### src/design/buddy_block_allocator_top_assert.svh
// Assertion macros for the buddy block allocator RTL.
// Expects clk and rst_n in the scope of each use; no other dependencies.
`ifndef BUDDY_BLOCK_ALLOCATOR_TOP_ASSERT_SVH
`define BUDDY_BLOCK_ALLOCATOR_TOP_ASSERT_SVH
`ifndef SYNTHESIS
`define BBA_ASSERT(lbl, prop, msg) \
  lbl: assert property (@(posedge clk) disable iff (!rst_n) prop) else $error(msg);
`define BBA_ASSERT_NEVER(lbl, cond, msg) \
  lbl: assert property (@(posedge clk) disable iff (!rst_n) !(cond)) else $error(msg);
`else
`define BBA_ASSERT(lbl, prop, msg)
`define BBA_ASSERT_NEVER(lbl, cond, msg)
`endif
`endif

### src/design/bba_pkg.sv
// Shared types, constants and helper functions for the buddy block allocator.
// No dependencies.
package bba_pkg;

  localparam int TOP_ORDER   = 10;
  localparam int POOL_SIZE   = 1024;
  localparam int STACK_DEPTH = 2 * POOL_SIZE - 1;
  localparam int ORD_W       = 4;
  localparam int IDX_W       = 10;
  localparam int CNT_W       = 11;
  localparam int ADDR_W      = 11;

  localparam logic [1:0] CMD_ALLOC = 2'd0;
  localparam logic [1:0] CMD_FREE  = 2'd1;
  localparam logic [1:0] CMD_INIT  = 2'd2;

  localparam logic [1:0] ST_OK        = 2'd0;
  localparam logic [1:0] ST_BAD_ORDER = 2'd1;
  localparam logic [1:0] ST_NO_BLOCK  = 2'd2;

  typedef struct packed {
    logic [1:0]       cmd;
    logic [ORD_W-1:0] order;
    logic [IDX_W-1:0] block_index;
  } in_item_t;

  typedef struct packed {
    logic [1:0]       status;
    logic [IDX_W-1:0] granted_index;
  } out_item_t;

  typedef enum logic [3:0] {
    S_IDLE, S_A_SCAN, S_A_POP, S_A_TAKE, S_A_SPLIT,
    S_R_CHECK, S_R_SRCH, S_R_CMP, S_R_SHIFT, S_R_SHWR, S_R_PUSH,
    S_C_INIT, S_C_LOOP, S_DONE
  } state_t;

  typedef enum logic [1:0] {RET_ALLOC, RET_FREE, RET_CARVE} ret_t;

  typedef enum logic [4:0] {
    OP_NOP, OP_LATCH_ALLOC, OP_LATCH_FREE, OP_LATCH_BAD, OP_LATCH_NONE,
    OP_SET_NO_BLOCK, OP_SCAN_INC, OP_POP, OP_POP_TAKE, OP_SPLIT,
    OP_MATE_INIT, OP_SRCH_RD, OP_SRCH_MISS, OP_SHIFT_INIT, OP_SHIFT_RD,
    OP_SHIFT_WR, OP_MERGE, OP_PUSH, OP_CARVE_INIT, OP_CARVE_REL, OP_CARVE_DEC
  } dp_op_t;

  typedef struct packed {
    dp_op_t op;
    logic   sel_ck;
  } dp_cmd_t;

  typedef struct packed {
    logic cnt_zero;
    logic ck_top;
    logic ck_zero;
    logic ck_eq_tgt;
    logic rk_top;
    logic i_zero;
    logic hit;
    logic shift_end;
    logic size_ge;
    logic order_bad;
  } dp_stat_t;

  // First stack slot of order k: orders below take 2*POOL - (2*POOL >> k) slots
  function automatic logic [ADDR_W-1:0] stack_base(input logic [ORD_W-1:0] k);
    return ADDR_W'((2 * POOL_SIZE) - ((2 * POOL_SIZE) >> k));
  endfunction

  function automatic logic [CNT_W-1:0] stack_cap(input logic [ORD_W-1:0] k);
    return CNT_W'(POOL_SIZE >> k);
  endfunction

endpackage

### src/design/bba_ctrl.sv
// Controller state machine of the buddy block allocator.
// Depends on bba_pkg and buddy_block_allocator_top_assert.svh; drives bba_dp.
`include "buddy_block_allocator_top_assert.svh"
module bba_ctrl (
  input  logic              clk,
  input  logic              rst_n,
  input  logic              start,
  input  logic [1:0]        in_cmd,
  input  bba_pkg::dp_stat_t stat,
  output bba_pkg::dp_cmd_t  cmd,
  output logic              busy,
  output logic              out_strobe
);

  bba_pkg::state_t state_r, state_nxt;
  bba_pkg::ret_t   ret_r, ret_nxt;

  always_ff @(posedge clk) begin
    if (!rst_n) begin
      state_r <= bba_pkg::S_IDLE;
      ret_r   <= bba_pkg::RET_FREE;
    end else begin
      state_r <= state_nxt;
      ret_r   <= ret_nxt;
    end
  end

  // Next state
  always_comb begin
    state_nxt = state_r;
    ret_nxt   = ret_r;
    case (state_r)
      bba_pkg::S_IDLE: begin
        if (start) begin
          case (in_cmd)
            bba_pkg::CMD_ALLOC: begin
              ret_nxt   = bba_pkg::RET_ALLOC;
              state_nxt = stat.order_bad ? bba_pkg::S_DONE : bba_pkg::S_A_SCAN;
            end
            bba_pkg::CMD_FREE: begin
              ret_nxt   = bba_pkg::RET_FREE;
              state_nxt = stat.order_bad ? bba_pkg::S_DONE : bba_pkg::S_R_CHECK;
            end
            bba_pkg::CMD_INIT: begin
              ret_nxt   = bba_pkg::RET_CARVE;
              state_nxt = bba_pkg::S_C_INIT;
            end
            default: state_nxt = bba_pkg::S_DONE;
          endcase
        end
      end
      bba_pkg::S_A_SCAN: begin
        if (!stat.cnt_zero) state_nxt = bba_pkg::S_A_POP;
        else if (stat.ck_top) state_nxt = bba_pkg::S_DONE;
      end
      bba_pkg::S_A_POP:  state_nxt = bba_pkg::S_A_TAKE;
      bba_pkg::S_A_TAKE: state_nxt = bba_pkg::S_A_SPLIT;
      bba_pkg::S_A_SPLIT: begin
        state_nxt = stat.ck_eq_tgt ? bba_pkg::S_DONE : bba_pkg::S_R_CHECK;
      end
      bba_pkg::S_R_CHECK: begin
        state_nxt = stat.rk_top ? bba_pkg::S_R_PUSH : bba_pkg::S_R_SRCH;
      end
      bba_pkg::S_R_SRCH: begin
        state_nxt = stat.i_zero ? bba_pkg::S_R_PUSH : bba_pkg::S_R_CMP;
      end
      bba_pkg::S_R_CMP: begin
        state_nxt = stat.hit ? bba_pkg::S_R_SHIFT : bba_pkg::S_R_SRCH;
      end
      bba_pkg::S_R_SHIFT: begin
        state_nxt = stat.shift_end ? bba_pkg::S_R_CHECK : bba_pkg::S_R_SHWR;
      end
      bba_pkg::S_R_SHWR: state_nxt = bba_pkg::S_R_SHIFT;
      bba_pkg::S_R_PUSH: begin
        case (ret_r)
          bba_pkg::RET_ALLOC: state_nxt = bba_pkg::S_A_SPLIT;
          bba_pkg::RET_CARVE: state_nxt = bba_pkg::S_C_LOOP;
          default:            state_nxt = bba_pkg::S_DONE;
        endcase
      end
      bba_pkg::S_C_INIT: state_nxt = bba_pkg::S_C_LOOP;
      bba_pkg::S_C_LOOP: begin
        if (stat.size_ge) state_nxt = bba_pkg::S_R_CHECK;
        else if (stat.ck_zero) state_nxt = bba_pkg::S_DONE;
      end
      bba_pkg::S_DONE: state_nxt = bba_pkg::S_IDLE;
      default: state_nxt = bba_pkg::S_IDLE;
    endcase
  end

  // Datapath commands and handshake outputs
  always_comb begin
    cmd.op     = bba_pkg::OP_NOP;
    cmd.sel_ck = 1'b0;
    busy       = (state_r != bba_pkg::S_IDLE);
    out_strobe = (state_r == bba_pkg::S_DONE);
    case (state_r)
      bba_pkg::S_IDLE: begin
        if (start) begin
          case (in_cmd)
            bba_pkg::CMD_ALLOC:
              cmd.op = stat.order_bad ? bba_pkg::OP_LATCH_BAD : bba_pkg::OP_LATCH_ALLOC;
            bba_pkg::CMD_FREE:
              cmd.op = stat.order_bad ? bba_pkg::OP_LATCH_BAD : bba_pkg::OP_LATCH_FREE;
            bba_pkg::CMD_INIT: cmd.op = bba_pkg::OP_NOP;
            default:           cmd.op = bba_pkg::OP_LATCH_NONE;
          endcase
        end
      end
      bba_pkg::S_A_SCAN: begin
        cmd.sel_ck = 1'b1;
        if (stat.cnt_zero) begin
          cmd.op = stat.ck_top ? bba_pkg::OP_SET_NO_BLOCK : bba_pkg::OP_SCAN_INC;
        end
      end
      bba_pkg::S_A_POP: begin
        cmd.sel_ck = 1'b1;
        cmd.op     = bba_pkg::OP_POP;
      end
      bba_pkg::S_A_TAKE: cmd.op = bba_pkg::OP_POP_TAKE;
      bba_pkg::S_A_SPLIT: begin
        if (!stat.ck_eq_tgt) cmd.op = bba_pkg::OP_SPLIT;
      end
      bba_pkg::S_R_CHECK: begin
        if (!stat.rk_top) cmd.op = bba_pkg::OP_MATE_INIT;
      end
      bba_pkg::S_R_SRCH: begin
        if (!stat.i_zero) cmd.op = bba_pkg::OP_SRCH_RD;
      end
      bba_pkg::S_R_CMP: begin
        cmd.op = stat.hit ? bba_pkg::OP_SHIFT_INIT : bba_pkg::OP_SRCH_MISS;
      end
      bba_pkg::S_R_SHIFT: begin
        cmd.op = stat.shift_end ? bba_pkg::OP_MERGE : bba_pkg::OP_SHIFT_RD;
      end
      bba_pkg::S_R_SHWR: cmd.op = bba_pkg::OP_SHIFT_WR;
      bba_pkg::S_R_PUSH: cmd.op = bba_pkg::OP_PUSH;
      bba_pkg::S_C_INIT: cmd.op = bba_pkg::OP_CARVE_INIT;
      bba_pkg::S_C_LOOP: begin
        if (stat.size_ge) cmd.op = bba_pkg::OP_CARVE_REL;
        else if (!stat.ck_zero) cmd.op = bba_pkg::OP_CARVE_DEC;
      end
      default: begin
      end
    endcase
  end

  // Result strobe lasts one cycle, then the controller is ready again
  `BBA_ASSERT(a_done_to_idle, (state_r == bba_pkg::S_DONE) |=> (state_r == bba_pkg::S_IDLE), "done not followed by idle")
  // An accepted transaction always leaves idle
  `BBA_ASSERT(a_start_busy, (start && !busy) |=> busy, "accepted transaction did not start")
  // Split chain only runs for allocations
  `BBA_ASSERT_NEVER(a_split_mode, (state_r == bba_pkg::S_A_SPLIT) && (ret_r != bba_pkg::RET_ALLOC), "split outside allocation")

endmodule

### config.mk
export PLATFORM = sky130hd
export DESIGN_NAME = bba_ctrl
export DESIGN_NICKNAME = d
export VERILOG_FILES = /design/src/design/bba_pkg.sv /design/src/design/bba_ctrl.sv
export VERILOG_INCLUDE_DIRS = /design/src /design/src/design
export SDC_FILE = /design/constraint.sdc
export NUM_CORES = 1
export LEC_CHECK = 0
export BUFFER_PORTS_ARGS = -buffer_cell sky130_fd_sc_hd__buf_2
export CORE_UTILIZATION = 40
export CTS_CLUSTER_DIAMETER = 200
export CTS_CLUSTER_SIZE = 40
export DETAILED_ROUTE_END_ITERATION = 10
export GPL_TIMING_DRIVEN = 1
export PLACE_DENSITY = 0.66
export SLEW_MARGIN = 20
export SYNTH_ARGS = -nofsm -noshare
export SYNTH_HDL_FRONTEND = slang
export SYNTH_SLANG_ARGS = --single-unit
### constraint.sdc
create_clock -name clk -period 3.6 [get_ports clk]
set_input_delay 0.18 -clock clk [delete_from_list [all_inputs] [get_ports clk]]
set_output_delay 0.18 -clock clk [all_outputs]
set_load 0.02 [all_outputs]
==> PnR_summary.wiki, run 1 <==
{| class="wikitable"
! Metric !! Value
|-
| Outcome || complete, no violations
|-
| Number of I/O port buffers || 22
|-
| Critical Path Sink Type || output pin
|-
| Critical path start-end classification || reg2out
|-
| Initial DRC count || 57
|-
| Nets in the synthesized netlist || 132
|-
| Post-CTS Setup Bufs || 0
|-
| CP Max Fanout || 30
|-
| Setup slack at placement || 1600 ps
|-
| Area Growth Syn to Fin || 15.3%
|-
| Sequential element share of the synthesized area || 0.155
|-
| Worst Hold Slack || around 160 ps
|-
| Standard-cell row count || 15
|-
| Post-CTS clock slew at the launch and capture registers of the worst setup and hold paths || ~40 ps
|-
| Number of filler cells placed in the layout || a little under 200
|-
| Synthesized area per cell || around 6.6 um2
|-
| Synth top area cells || dfxtp_1 (16%), o21ai_0 (7.1%), nor2_1 (6.3%)
|-
| Peak clock frequency supported by timing || around 450 MHz
|-
| Shortest clock period the worst path allows after layout || ~2200 ps
|-
| Sum of negative setup slack || 0 ps
|-
| Cells after Synth || around 120
|-
| Total inserted antenna cells || 0
|-
| Vias post-DR || a little over 900
|-
| Worst Setup Slack, final || between 1000 and 1500 ps
|-
| Weighted congestion at the end of routability-driven global placement || 0.959
|-
| Pin count of the biggest net entering global routing || 31
|-
| Most common cell in the netlist || nor2_1
|-
| Detail-routed net length per standard cell || about 13 um
|-
| Final std cells w/o fill || ~160
|-
| Cell chosen for the clock root || clkbuf_4
|-
| Fin util || 0.506
|-
| Number of warning messages in the yosys log || 0
|-
| Detailed placer's ending HPWL || about 1.6 mm
|-
| Arrival time at the worst endpoint || slightly above 2000 ps
|-
| Max Buffers Root-to-Sink || 2
|-
| Post-CTS sizing || 0
|-
| CTS Hold Buffers Added || 0
|-
| Part of the cycle the worst path needs || 0.621
|-
| Portion of synthesized cell area occupied by the leading cell type || 0.155
|-
| CTS tree || done
|-
| Remaining global-route overflow || 0
|-
| Tot Pwr || between 0.6 and 0.7 mW
|-
| Critical Path Source Type || flop
|-
| Die boundary height || 46 um
|-
| Clock latency on the worst-skew pair || 240 ps
|-
| Sinks on the clock net || 6
|-
| Transition time of the tightest slew-check pin || approximately 840 ps
|-
| Area leader, netlist || dfxtp_1
|-
| Required time worst endpoint || approximately 3400 ps
|-
| Most common library cells after synthesis || nor2_1 (13), o21ai_0 (11), buf_2 (9), nand2_1 (9), a21oi_1 (8)
|-
| Number of endpoints with negative hold slack in the final report || 0
|-
| Async set-reset flop share out of synthesis || 0
|-
| Wirelength, routed || 2.07 mm
|-
| Setup Skew || approximately 2.3 ps
|-
| RSZ-0062 raised after global routing || false
|-
| Number of max-slew violations in the final report || 0
|-
| Leakage power figure || between 0.3 and 0.4 nW
|-
| Dominant synthesized flop cell || dfxtp_1
|-
| Num ports || 23
|-
| Max stage delay on crit path || 860 ps
|-
| Crit path cell chain || nor2_1 -> nand3_1 -> nor2_1 -> a221oi_1 -> o21ai_1 -> buf_2
|-
| Layout Cell Area excl Fill || 893 um2
|-
| Number of synthesized register bits || 6
|-
| Count of nets after finishing || 150
|-
| DR vias/cell || just under 6
|-
| Die Footprint || about 2100 um2
|-
| Total track usage || 0.213
|-
| Initial Utilization || 0.439
|-
| Global-route wire length before repair || approximately 3.3 mm
|-
| Worst slew margin relative to its limit || 0.442
|-
| Post-synthesis cell area || between 700 and 800 um2
|-
| Max stage delay cell, worst path || dfxtp_1
|-
| Min-delay worst type || in2reg
|-
| Placed cells || around 160
|-
| Final count of negative-setup-slack endpoints || 0
|-
| Number of search-and-repair iterations in the first detailed-routing pass || 4
|-
| Post-synthesis cell type count || 42
|-
| TritonCTS Buffers || 3
|-
| Placeable Area || between 1500 and 2000 um2
|-
| Worst IR Drop VDD || around 400 uV
|-
| Remaining antenna violation count || 0
|-
| Antenna violations before repair || 0
|-
| Horizontal extent of the die || between 40 and 50 um
|-
| Area of the multi-input gates || 583 um2
|-
| Cell repeated most along the worst path || nor2_1
|-
| DRC violations left || 0
|-
| FF/Latch Area || ~120 um2
|-
| H-Tree Depth || 1
|-
| Pwr per Cell Area || about 780 nW/um2
|-
| Via count of the first global-routing pass || 740
|-
| Placement-stage cell area || a little under 900 um2
|-
| Count of flip-flops with a built-in enable after synthesis || 0
|-
| Layout cell share with drive strength beyond 1 || 0.248
|-
| Number of maximum-capacitance constraint violations || 0
|}
[critical path: cells and delay by family (launching register included)]
family / cells / cell delay [ps]
buffers and inverters: 1 / 180
AND/OR/NAND/NOR: 3 / 410
AO/OA/AOI/OAI: 2 / 370
flip-flops: 1 / 860
[flip-flops by register name (all words and copies together) (netlist names)]
signal / flops
ret_r: 2
state_r: 4
[layer usage]
layer	wire, um	track usage	vias up	share of wire
li1	-	-	467	-
met1	972	0.318	426	0.47
met2	964	0.327	34	0.47
met3	134	0.0357	0	0.065
met4	0	0.0176	0	0
met5	0	0	-	0
[placed cells by master (no fill, tap or decap), types with 2 or more instances in the layout]
cell type / n
nand2_1: 9
a22o_1: 2
nor2b_1: 4
nor3_1: 5
o21a_1: 2
nand2b_1: 2
clkbuf_4: 3
nor3b_1: 2
nor2_1: 13
a21oi_1: 8
o22ai_1: 2
o21ai_1: 5
dfxtp_1: 6
buf_2: 22
nand3_1: 4
a31oi_1: 2
inv_1: 6
o21ai_0: 11
[logic make-up (layout without fill, tap and decap cells)]
kind of cell	Yosys count	count (layout)	synth area share
AO/OA/AOI/OAI	48	48	0.412
buffers and inverters	16	32	0.0921
flip-flops	6	6	0.155
multiplexers	1	1	0.0129
AND/OR/NAND/NOR	46	46	0.328
[where the power goes]
group          internal, mW  switching, mW
clock network        0.0376         0.0226
logic                 0.192          0.253
registers            0.0892          0.101
[final cells by class]
cell class,count,area share
flip-flops and latches,6,0.134
clock buffers,3,0.0252
well taps,25,0.0350
inverters,7,0.0294
repair buffers,22,0.123
multi-input cells,95,0.653
[path summary, 6_finish.rpt]
kind	start	endpoint	slack, ps	cells past startpoint
worst max-delay path	state_r[1]$_SDFFE_PN0P_	cmd[1]	1360	6
worst max register to register	state_r[1]$_SDFFE_PN0P_	state_r[2]$_SDFFE_PN0P_	1570	5
worst min-delay path	rst_n	ret_r[0]$_SDFFE_PN1P_	160	2
worst min register to register	ret_r[1]$_SDFFE_PN0P_	ret_r[1]$_SDFFE_PN0P_	500	1
Note: power is estimated with default switching activity, not from simulation.
==> inputs of run 2 (changes only) <==
--- a/config.mk
+++ b/config.mk
@@ -12,7 +12,7 @@
 export CTS_CLUSTER_SIZE = 40
 export DETAILED_ROUTE_END_ITERATION = 10
 export GPL_TIMING_DRIVEN = 1
-export PLACE_DENSITY = 0.66
+export PLACE_DENSITY = 0.69
 export SLEW_MARGIN = 20
 export SYNTH_ARGS = -nofsm -noshare
 export SYNTH_HDL_FRONTEND = slang
==> constraint.sdc (replaced) <==
create_clock -name clk -period 1.89 [get_ports clk]
set_input_delay 0.0945 -clock clk [delete_from_list [all_inputs] [get_ports clk]]
set_output_delay 0.0945 -clock clk [all_outputs]
set_load 0.02 [all_outputs]
==> PnR_summary.wiki, run 2 (synthesis results as in run 1) <==
{| class="wikitable"
! Metric !! Value
|-
| Outcome || complete, no violations
|-
| Fraction of power spent switching nets || 0.515 (-0.0269)
|-
| Most common cell after layout, fill and taps aside || buf_2
|-
| Transition time of the tightest slew-check pin || 410 ps (-426 ps)
|-
| Placeable Area || 1760 um2 (unchanged)
|-
| Final count of negative-setup-slack endpoints || 0 (unchanged)
|-
| Critical path start-end classification || reg2out
|-
| Antenna violations before repair || 0 (unchanged)
|-
| Vias post-DR || 1001 (+8.0%)
|-
| Total internal power || 0.738 mW (+130%)
|-
| Registers with the most flip-flops || state_r x4, ret_r x2
|-
| Remaining antenna violation count || 0 (unchanged)
|-
| Remaining global-route overflow || 0 (unchanged)
|-
| Initial DRC count || 59 (+3.5%)
|-
| Power spent charging and discharging nets || 0.783 mW (+110%)
|-
| Post-CTS clock slew at the launch and capture registers of the worst setup and hold paths || 50 ps (about the same)
|-
| Part of the total power dissipated in sequential elements || 0.209 (-0.065)
|-
| Cell chosen for the clock root || clkbuf_4
|-
| Number of search-and-repair iterations in the first detailed-routing pass || 4 (unchanged)
|-
| Sinks on the clock net || 6 (unchanged)
|-
| Commonest cells after routing, fill and taps aside || buf_2 (21), nor2_1 (12), buf_4 (12)
|-
| CP Max Fanout || 13 (-57%)
|-
| Arrival time at the worst endpoint || 1670 ps (-390 ps)
|-
| Area Growth Syn to Fin || 30.5%
|-
| Setup Skew || 10.1 ps (+7.86 ps)
|-
| Number of I/O port buffers || 22 (unchanged)
|-
| RSZ-0062 raised after global routing || false
|-
| Num ports || 23 (unchanged)
|-
| Layout cell share with drive strength beyond 1 || 0.359 (+0.111)
|-
| CTS Hold Buffers Added || 0 (unchanged)
|-
| Leakage power figure || 0.440 nW (+18%)
|-
| Die boundary height || 46 um (unchanged)
|-
| Wirelength, routed || 2.45 mm (+18%)
|-
| Critical Path Sink Type || output pin
|-
| Clock share of power || 0.081 (-0.006)
|-
| Worst Hold Slack || 61.9 ps (-103 ps)
|-
| Pin count of the biggest net entering global routing || 17 (-45%)
|-
| Shortest clock period the worst path allows after layout || around 1800 ps
|-
| Count of nets after finishing || 162 (+8.0%)
|-
| Crit path cell chain || buf_6 -> nand2b_2 -> nor4_4 -> a311oi_2 -> o21ai_1 -> buf_4
|-
| Number of buffers and inverters on the critical path || 2 (+1)
|-
| H-Tree Depth || 1 (unchanged)
|-
| Required time worst endpoint || 1800 ps (-1620 ps)
|-
| Min-delay worst type || in2reg
|-
| Number of endpoints with negative hold slack in the final report || 0 (unchanged)
|-
| TritonCTS Buffers || 3 (unchanged)
|-
| Max stage delay on crit path || 380 ps (-480 ps)
|-
| Total inserted antenna cells || 0 (unchanged)
|-
| Global-route wire length before repair || 3.84 mm (+16%)
|-
| Pwr per Cell Area || 1510 nW/um2 (+93%)
|-
| Reg with most FFs || state_r
|-
| Largest register FFs || 4 (unchanged)
|-
| Number of max-slew violations in the final report || 0 (unchanged)
|-
| Initial Utilization || 0.439 (unchanged)
|-
| Detail-routed net length per standard cell || 14.4 um (+9.7%)
|-
| Total track usage || 0.250 (+0.0374)
|-
| Part of the cycle the worst path needs || 0.933
|-
| Worst IR Drop VDD || 802 uV (+100%)
|-
| Worst slew margin relative to its limit || 0.720 (+0.278)
|-
| DR vias/cell || 5.89 (+0.36%)
|-
| CP top delay family || simple AND/OR/NAND/NOR gates
|-
| DRC violations left || 0 (unchanged)
|-
| Weighted congestion at the end of routability-driven global placement || 0.972 (+1.3%)
|-
| Max stage delay cell, worst path || dfxtp_4
|-
| Fin util || 0.573 (+0.0667)
|-
| Critical Path Source Type || flop
|-
| Number of maximum-capacitance constraint violations || 0 (unchanged)
|-
| Clock latency on the worst-skew pair || 260 ps (+20 ps)
|-
| Standard-cell row count || 15 (unchanged)
|-
| Detailed placer's ending HPWL || 1.90 mm (+21%)
|-
| CTS tree || done
|-
| Die Footprint || 2120 um2 (unchanged)
|-
| Proportion of power drawn by combinational gates || 0.709 (+0.070)
|-
| Horizontal extent of the die || 46 um (unchanged)
|-
| Peak clock frequency supported by timing || between 500 and 600 MHz
|-
| Via count of the first global-routing pass || 919 (+24%)
|-
| Max Buffers Root-to-Sink || 2 (unchanged)
|}
run 2: per-stage QoR:
stage | total power, mW | area (um2) | setup TNS [ps] | setup WS, ps | instances
floorplan | 1.00 | 774 | 0 | 427 | 117
global placement | 1.32 | 953 | 0 | 204 | 166
detailed placement | 1.33 | 953 | 0 | 149 | 166
CTS | 1.46 | 980 | -16.2 | -8.09 | 169
global route | 1.64 | 1010 | 0 | 33.6 | 170
finish | 1.52 | 1010 | 0 | 127 | 170
run 2: worst paths after layout:
kind                      startpoint                       to  slack (ps)  depth (start not counted)
min                            rst_n    ret_r[0]$_SDFFE_PN1P_          60                          2
max          state_r[1]$_SDFFE_PN0P_                   cmd[3]         130                          6
min reg2reg    ret_r[1]$_SDFFE_PN0P_    ret_r[1]$_SDFFE_PN0P_         500                          1
max reg2reg  state_r[1]$_SDFFE_PN0P_  state_r[2]$_SDFFE_PN0P_         300                          6
run 2: worst reg2reg max path, cell delays in order (launching register included):
cell and delay [ps]:
dfxtp_4 380, buf_6 160, nand2b_2 210, nor4_4 310, buf_4 190, nor2_2 50
a22o_1 170
run 2: what timing repair did:
action | in CTS | in global routing
pin swaps | 0 | 2
resized for setup | 3 | 8
endpoints found under the setup margin | 3 | 3
buffers inserted | 0 | 1
run 2: power groups by stage:
| stage | clock, mW | combinational, mW | sequential [mW] |
|---|---|---|---|
| floorplan | 0 | 0.811 | 0.193 |
| global placement | 0 | 1.02 | 0.297 |
| detailed placement | 0 | 1.03 | 0.298 |
| CTS | 0.125 | 1.03 | 0.302 |
| global route | 0.134 | 1.18 | 0.330 |
| finish | 0.124 | 1.08 | 0.319 |
run 2: metal layers:
layer | GRT usage | share of wire
met5 | 0 | 0
met4 | 0.112 | 0.021
met3 | 0.0516 | 0.084
met2 | 0.392 | 0.46
met1 | 0.326 | 0.43
run 2: layout make-up:
type	count	area [um2]
fillers	192	753
flip-flops and latches	6	130
well taps	25	31.3
repair buffers	34	206
multi-input cells	95	594
inverters	7	26.3
clock buffers	3	22.5
==> inputs of run 3 (changes only) <==
--- a/config.mk
+++ b/config.mk
@@ -6,13 +6,15 @@
 export SDC_FILE = /design/constraint.sdc
 export NUM_CORES = 1
 export LEC_CHECK = 0
+export ABC_AREA = 1
 export BUFFER_PORTS_ARGS = -buffer_cell sky130_fd_sc_hd__buf_2
 export CORE_UTILIZATION = 40
 export CTS_CLUSTER_DIAMETER = 200
 export CTS_CLUSTER_SIZE = 40
 export DETAILED_ROUTE_END_ITERATION = 10
 export GPL_TIMING_DRIVEN = 1
-export PLACE_DENSITY = 0.69
+export PLACE_DENSITY = 0.7
+export REMOVE_ABC_BUFFERS = 1
 export SLEW_MARGIN = 20
 export SYNTH_ARGS = -nofsm -noshare
 export SYNTH_HDL_FRONTEND = slang
==> PnR_summary.wiki, run 3 <==
{| class="wikitable"
! Metric !! Value
|-
| Most common library cells after synthesis || nand2_1 (35), nor2_1 (21), inv_1 (15)
|-
| Global-route wire length before repair || 3.51 mm (-8.4%)
|-
| Standard-cell row count || 14 (-1)
|-
| Cell chosen for the clock root || clkbuf_4
|-
| Layout Cell Area excl Fill || 877 um2 (-13%)
|-
| Number of cells on the worst reg-to-reg path || 6 (unchanged)
|-
| Synth top area cells || nand2_1 (18%), dfxtp_1 (17%), nor2_1 (11%)
|-
| Sum of negative setup slack || 0 ps (unchanged)
|-
| Pwr per Cell Area || 1780 nW/um2 (+19%)
|-
| Cells after Synth || 133 (+14%)
|-
| Critical path start-end classification || reg2out
|-
| Clock latency on the worst-skew pair || 240 ps (-20 ps)
|-
| Area fraction in compound gates after synthesis || 0.140 (-0.272)
|-
| Worst Setup Slack, final || 187 ps (+60.6 ps)
|-
| Placed cells || 179 (+7.8%)
|-
| Async set-reset flop share out of synthesis || 0 (unchanged)
|-
| Commonest cells after routing, fill and taps aside || nand2_1 (35), buf_2 (22), nor2_1 (21)
|-
| Placeable Area || 1590 um2 (-9.6%)
|-
| Post-Synth XOR/XNOR Area || 0 (unchanged)
|-
| Max Buffers Root-to-Sink || 2 (unchanged)
|-
| Worst Hold Slack || 62.8 ps (+0.992 ps)
|-
| Detailed placer's ending HPWL || 1.76 mm (-7.2%)
|-
| Total track usage || 0.238 (-0.0120)
|-
| Dominant synthesized flop cell || dfxtp_1
|-
| Number of maximum-capacitance constraint violations || 0 (unchanged)
|-
| RSZ-0062 raised after global routing || false
|-
| Number of filler cells placed in the layout || 182 (-5.2%)
|-
| Adder-Cell Fraction of Synth Area || 0 (unchanged)
|-
| Num ports || 23 (unchanged)
|-
| Synthesized area per cell || 5.37 um2 (-19%)
|-
| Number of synthesized register bits || 6 (unchanged)
|-
| Largest register FFs || 4 (unchanged)
|-
| Post-CTS clock slew at the launch and capture registers of the worst setup and hold paths || 50 ps (about the same)
|-
| Total inserted antenna cells || 0 (unchanged)
|-
| Vias post-DR || 915 (-8.6%)
|-
| Initial DRC count || 41 (-31%)
|-
| Die boundary height || 44.3 um (-3.8%)
|-
| Pin count of the biggest net entering global routing || 8 (-9)
|-
| Initial Utilization || 0.448 (+0.00919)
|-
| Detail-routed net length per standard cell || 11.3 um (-22%)
|-
| Layout cell share with drive strength beyond 1 || 0.266 (-0.0928)
|-
| Post-synthesis cell type count || 22 (-48%)
|-
| Number of max-slew violations in the final report || 0 (unchanged)
|-
| Via count of the first global-routing pass || 857 (-6.7%)
|-
| Weighted congestion at the end of routability-driven global placement || 0.937 (-3.6%)
|-
| Area leader, netlist || nand2_1
|-
| Setup slack at placement || 433 ps (+284 ps)
|-
| Sinks on the clock net || 6 (unchanged)
|-
| Antenna violations before repair || 0 (unchanged)
|-
| Multiplexer share of the synthesized area || 0 (-0.0129)
|-
| Horizontal extent of the die || 44.3 um (-3.8%)
|-
| Setup Skew || 2.94 ps (-7.19 ps)
|-
| Transition time of the tightest slew-check pin || 367 ps (-42.2 ps)
|-
| Number of endpoints with negative hold slack in the final report || 0 (unchanged)
|-
| Shortest clock period the worst path allows after layout || 1700 ps (-60.6 ps)
|-
| Area of the multi-input gates || 512 um2 (-14%)
|-
| Most common cell in the netlist || nand2_1
|-
| Placement-stage cell area || 855 um2 (-10%)
|-
| Area Growth Syn to Fin || 22.8%
|-
| Critical Path Sink Type || output pin
|-
| Number of warning messages in the yosys log || 0 (unchanged)
|-
| Count of flip-flops with a built-in enable after synthesis || 0 (unchanged)
|-
| Post-CTS sizing || 0 (-3)
|-
| Largest family of logic cells by synthesized area || simple AND/OR/NAND/NOR gates
|-
| Number of I/O port buffers || 22 (unchanged)
|-
| DRC violations left || 0 (unchanged)
|-
| CTS Hold Buffers Added || 0 (unchanged)
|-
| Number of search-and-repair iterations in the first detailed-routing pass || 6 (+2)
|-
| Portion of synthesized cell area occupied by the leading cell type || 0.184 (+0.0288)
|-
| Worst IR Drop VDD || 860 uV (+7.2%)
|-
| TritonCTS Buffers || 3 (unchanged)
|-
| Part of the cycle the worst path needs || 0.901 (-0.0321)
|-
| Sequential element share of the synthesized area || 0.168 (+0.0130)
|-
| Reg with most FFs || state_r
|-
| H-Tree Depth || 1 (unchanged)
|-
| Tot Pwr || 1.57 mW (+2.9%)
|-
| Final std cells w/o fill || 182 (+7.1%)
|-
| Arrival time at the worst endpoint || 1610 ps (-60 ps)
|-
| Die Footprint || 1960 um2 (-7.4%)
|-
| Count of nets after finishing || 175 (+8.0%)
|-
| Wirelength, routed || 2.05 mm (-16%)
|-
| Simple-gate portion of the synthesized area || 0.576 (+0.248)
|-
| FF/Latch Area || 120 um2 (-7.7%)
|-
| Hold Path Stages || 2 (unchanged)
|-
| Remaining global-route overflow || 0 (unchanged)
|-
| Required time worst endpoint || 1800 ps (about the same)
|-
| DR vias/cell || 5.03 (-15%)
|-
| Min-delay worst type || in2reg
|-
| CP Max Fanout || 7 (-6)
|-
| CTS tree || done
|-
| Leakage power figure || 0.503 nW (+14%)
|-
| Most common cell after layout, fill and taps aside || nand2_1
|-
| Remaining antenna violation count || 0 (unchanged)
|-
| Peak clock frequency supported by timing || 587 MHz (+3.6%)
|-
| Final count of negative-setup-slack endpoints || 0 (unchanged)
|-
| Worst slew margin relative to its limit || 0.753 (+0.0333)
|-
| Critical Path Source Type || flop
|-
| Fin util || 0.550 (-0.0228)
|-
| Post-synthesis cell area || 714 um2 (-7.8%)
|-
| Registers with the most flip-flops || state_r x4, ret_r x2
|-
| Outcome || complete, no violations
|-
| Post-CTS Setup Bufs || 0 (unchanged)
|}
-- run 3: cell count changes after synthesis, sizes merged, moves of 4 or more --
cell,before,now
inv,7,21
nand4,0,5
nor2b,4,0
buf,9,0
o21ai,17,5
nand2,9,39
nand3,4,13
nor2,14,24
-- run 3: worst paths after layout --
check	from	endpoint	slack, ps
setup / recovery	state_r[0]$_SDFFE_PN0P_	cmd[1]	190
hold / removal	rst_n	ret_r[0]$_SDFFE_PN1P_	60
setup reg to reg	state_r[0]$_SDFFE_PN0P_	ret_r[1]$_SDFFE_PN0P_	530
hold reg to reg	ret_r[1]$_SDFFE_PN0P_	ret_r[1]$_SDFFE_PN0P_	500
-- run 3: routing by layer --
metal,vias up,routed length [um],part of all wire,track usage
met4,0,15,0.0073,0.0485
li1,483,-,-,-
met1,376,883,0.43,0.305
met2,54,971,0.47,0.397
met3,2,178,0.087,0.0694
met5,-,0,0,0
-- run 3: final cells by class --
type,count,area share
timing repair buffer,22,0.126
tap,24,0.0342
sequential,6,0.137
inverter,22,0.0942
multi-input combinational,105,0.583
clock buffer,3,0.0257
-- run 3: where the power goes --
part | internal, mW | leakage [nW] | switching [mW]
Sequential | 0.180 | 0.0495 | 0.0715
Clock | 0.0717 | 0.0138 | 0.0448
Combinational | 0.390 | 0.440 | 0.806
-- run 3: logic make-up after synthesis --
family	Yosys count
flip-flops	6
AND/OR/NAND/NOR	89
AO/OA/AOI/OAI	16
buffers and inverters	22
-- run 3: critical path, cell delays in order, from the launching register on --
cell       delay [ps]
dfxtp_1           360
nor2_2            260
nand2_2           130
nor2_2            190
o211ai_1          120
o2111ai_1         110
buf_2             190
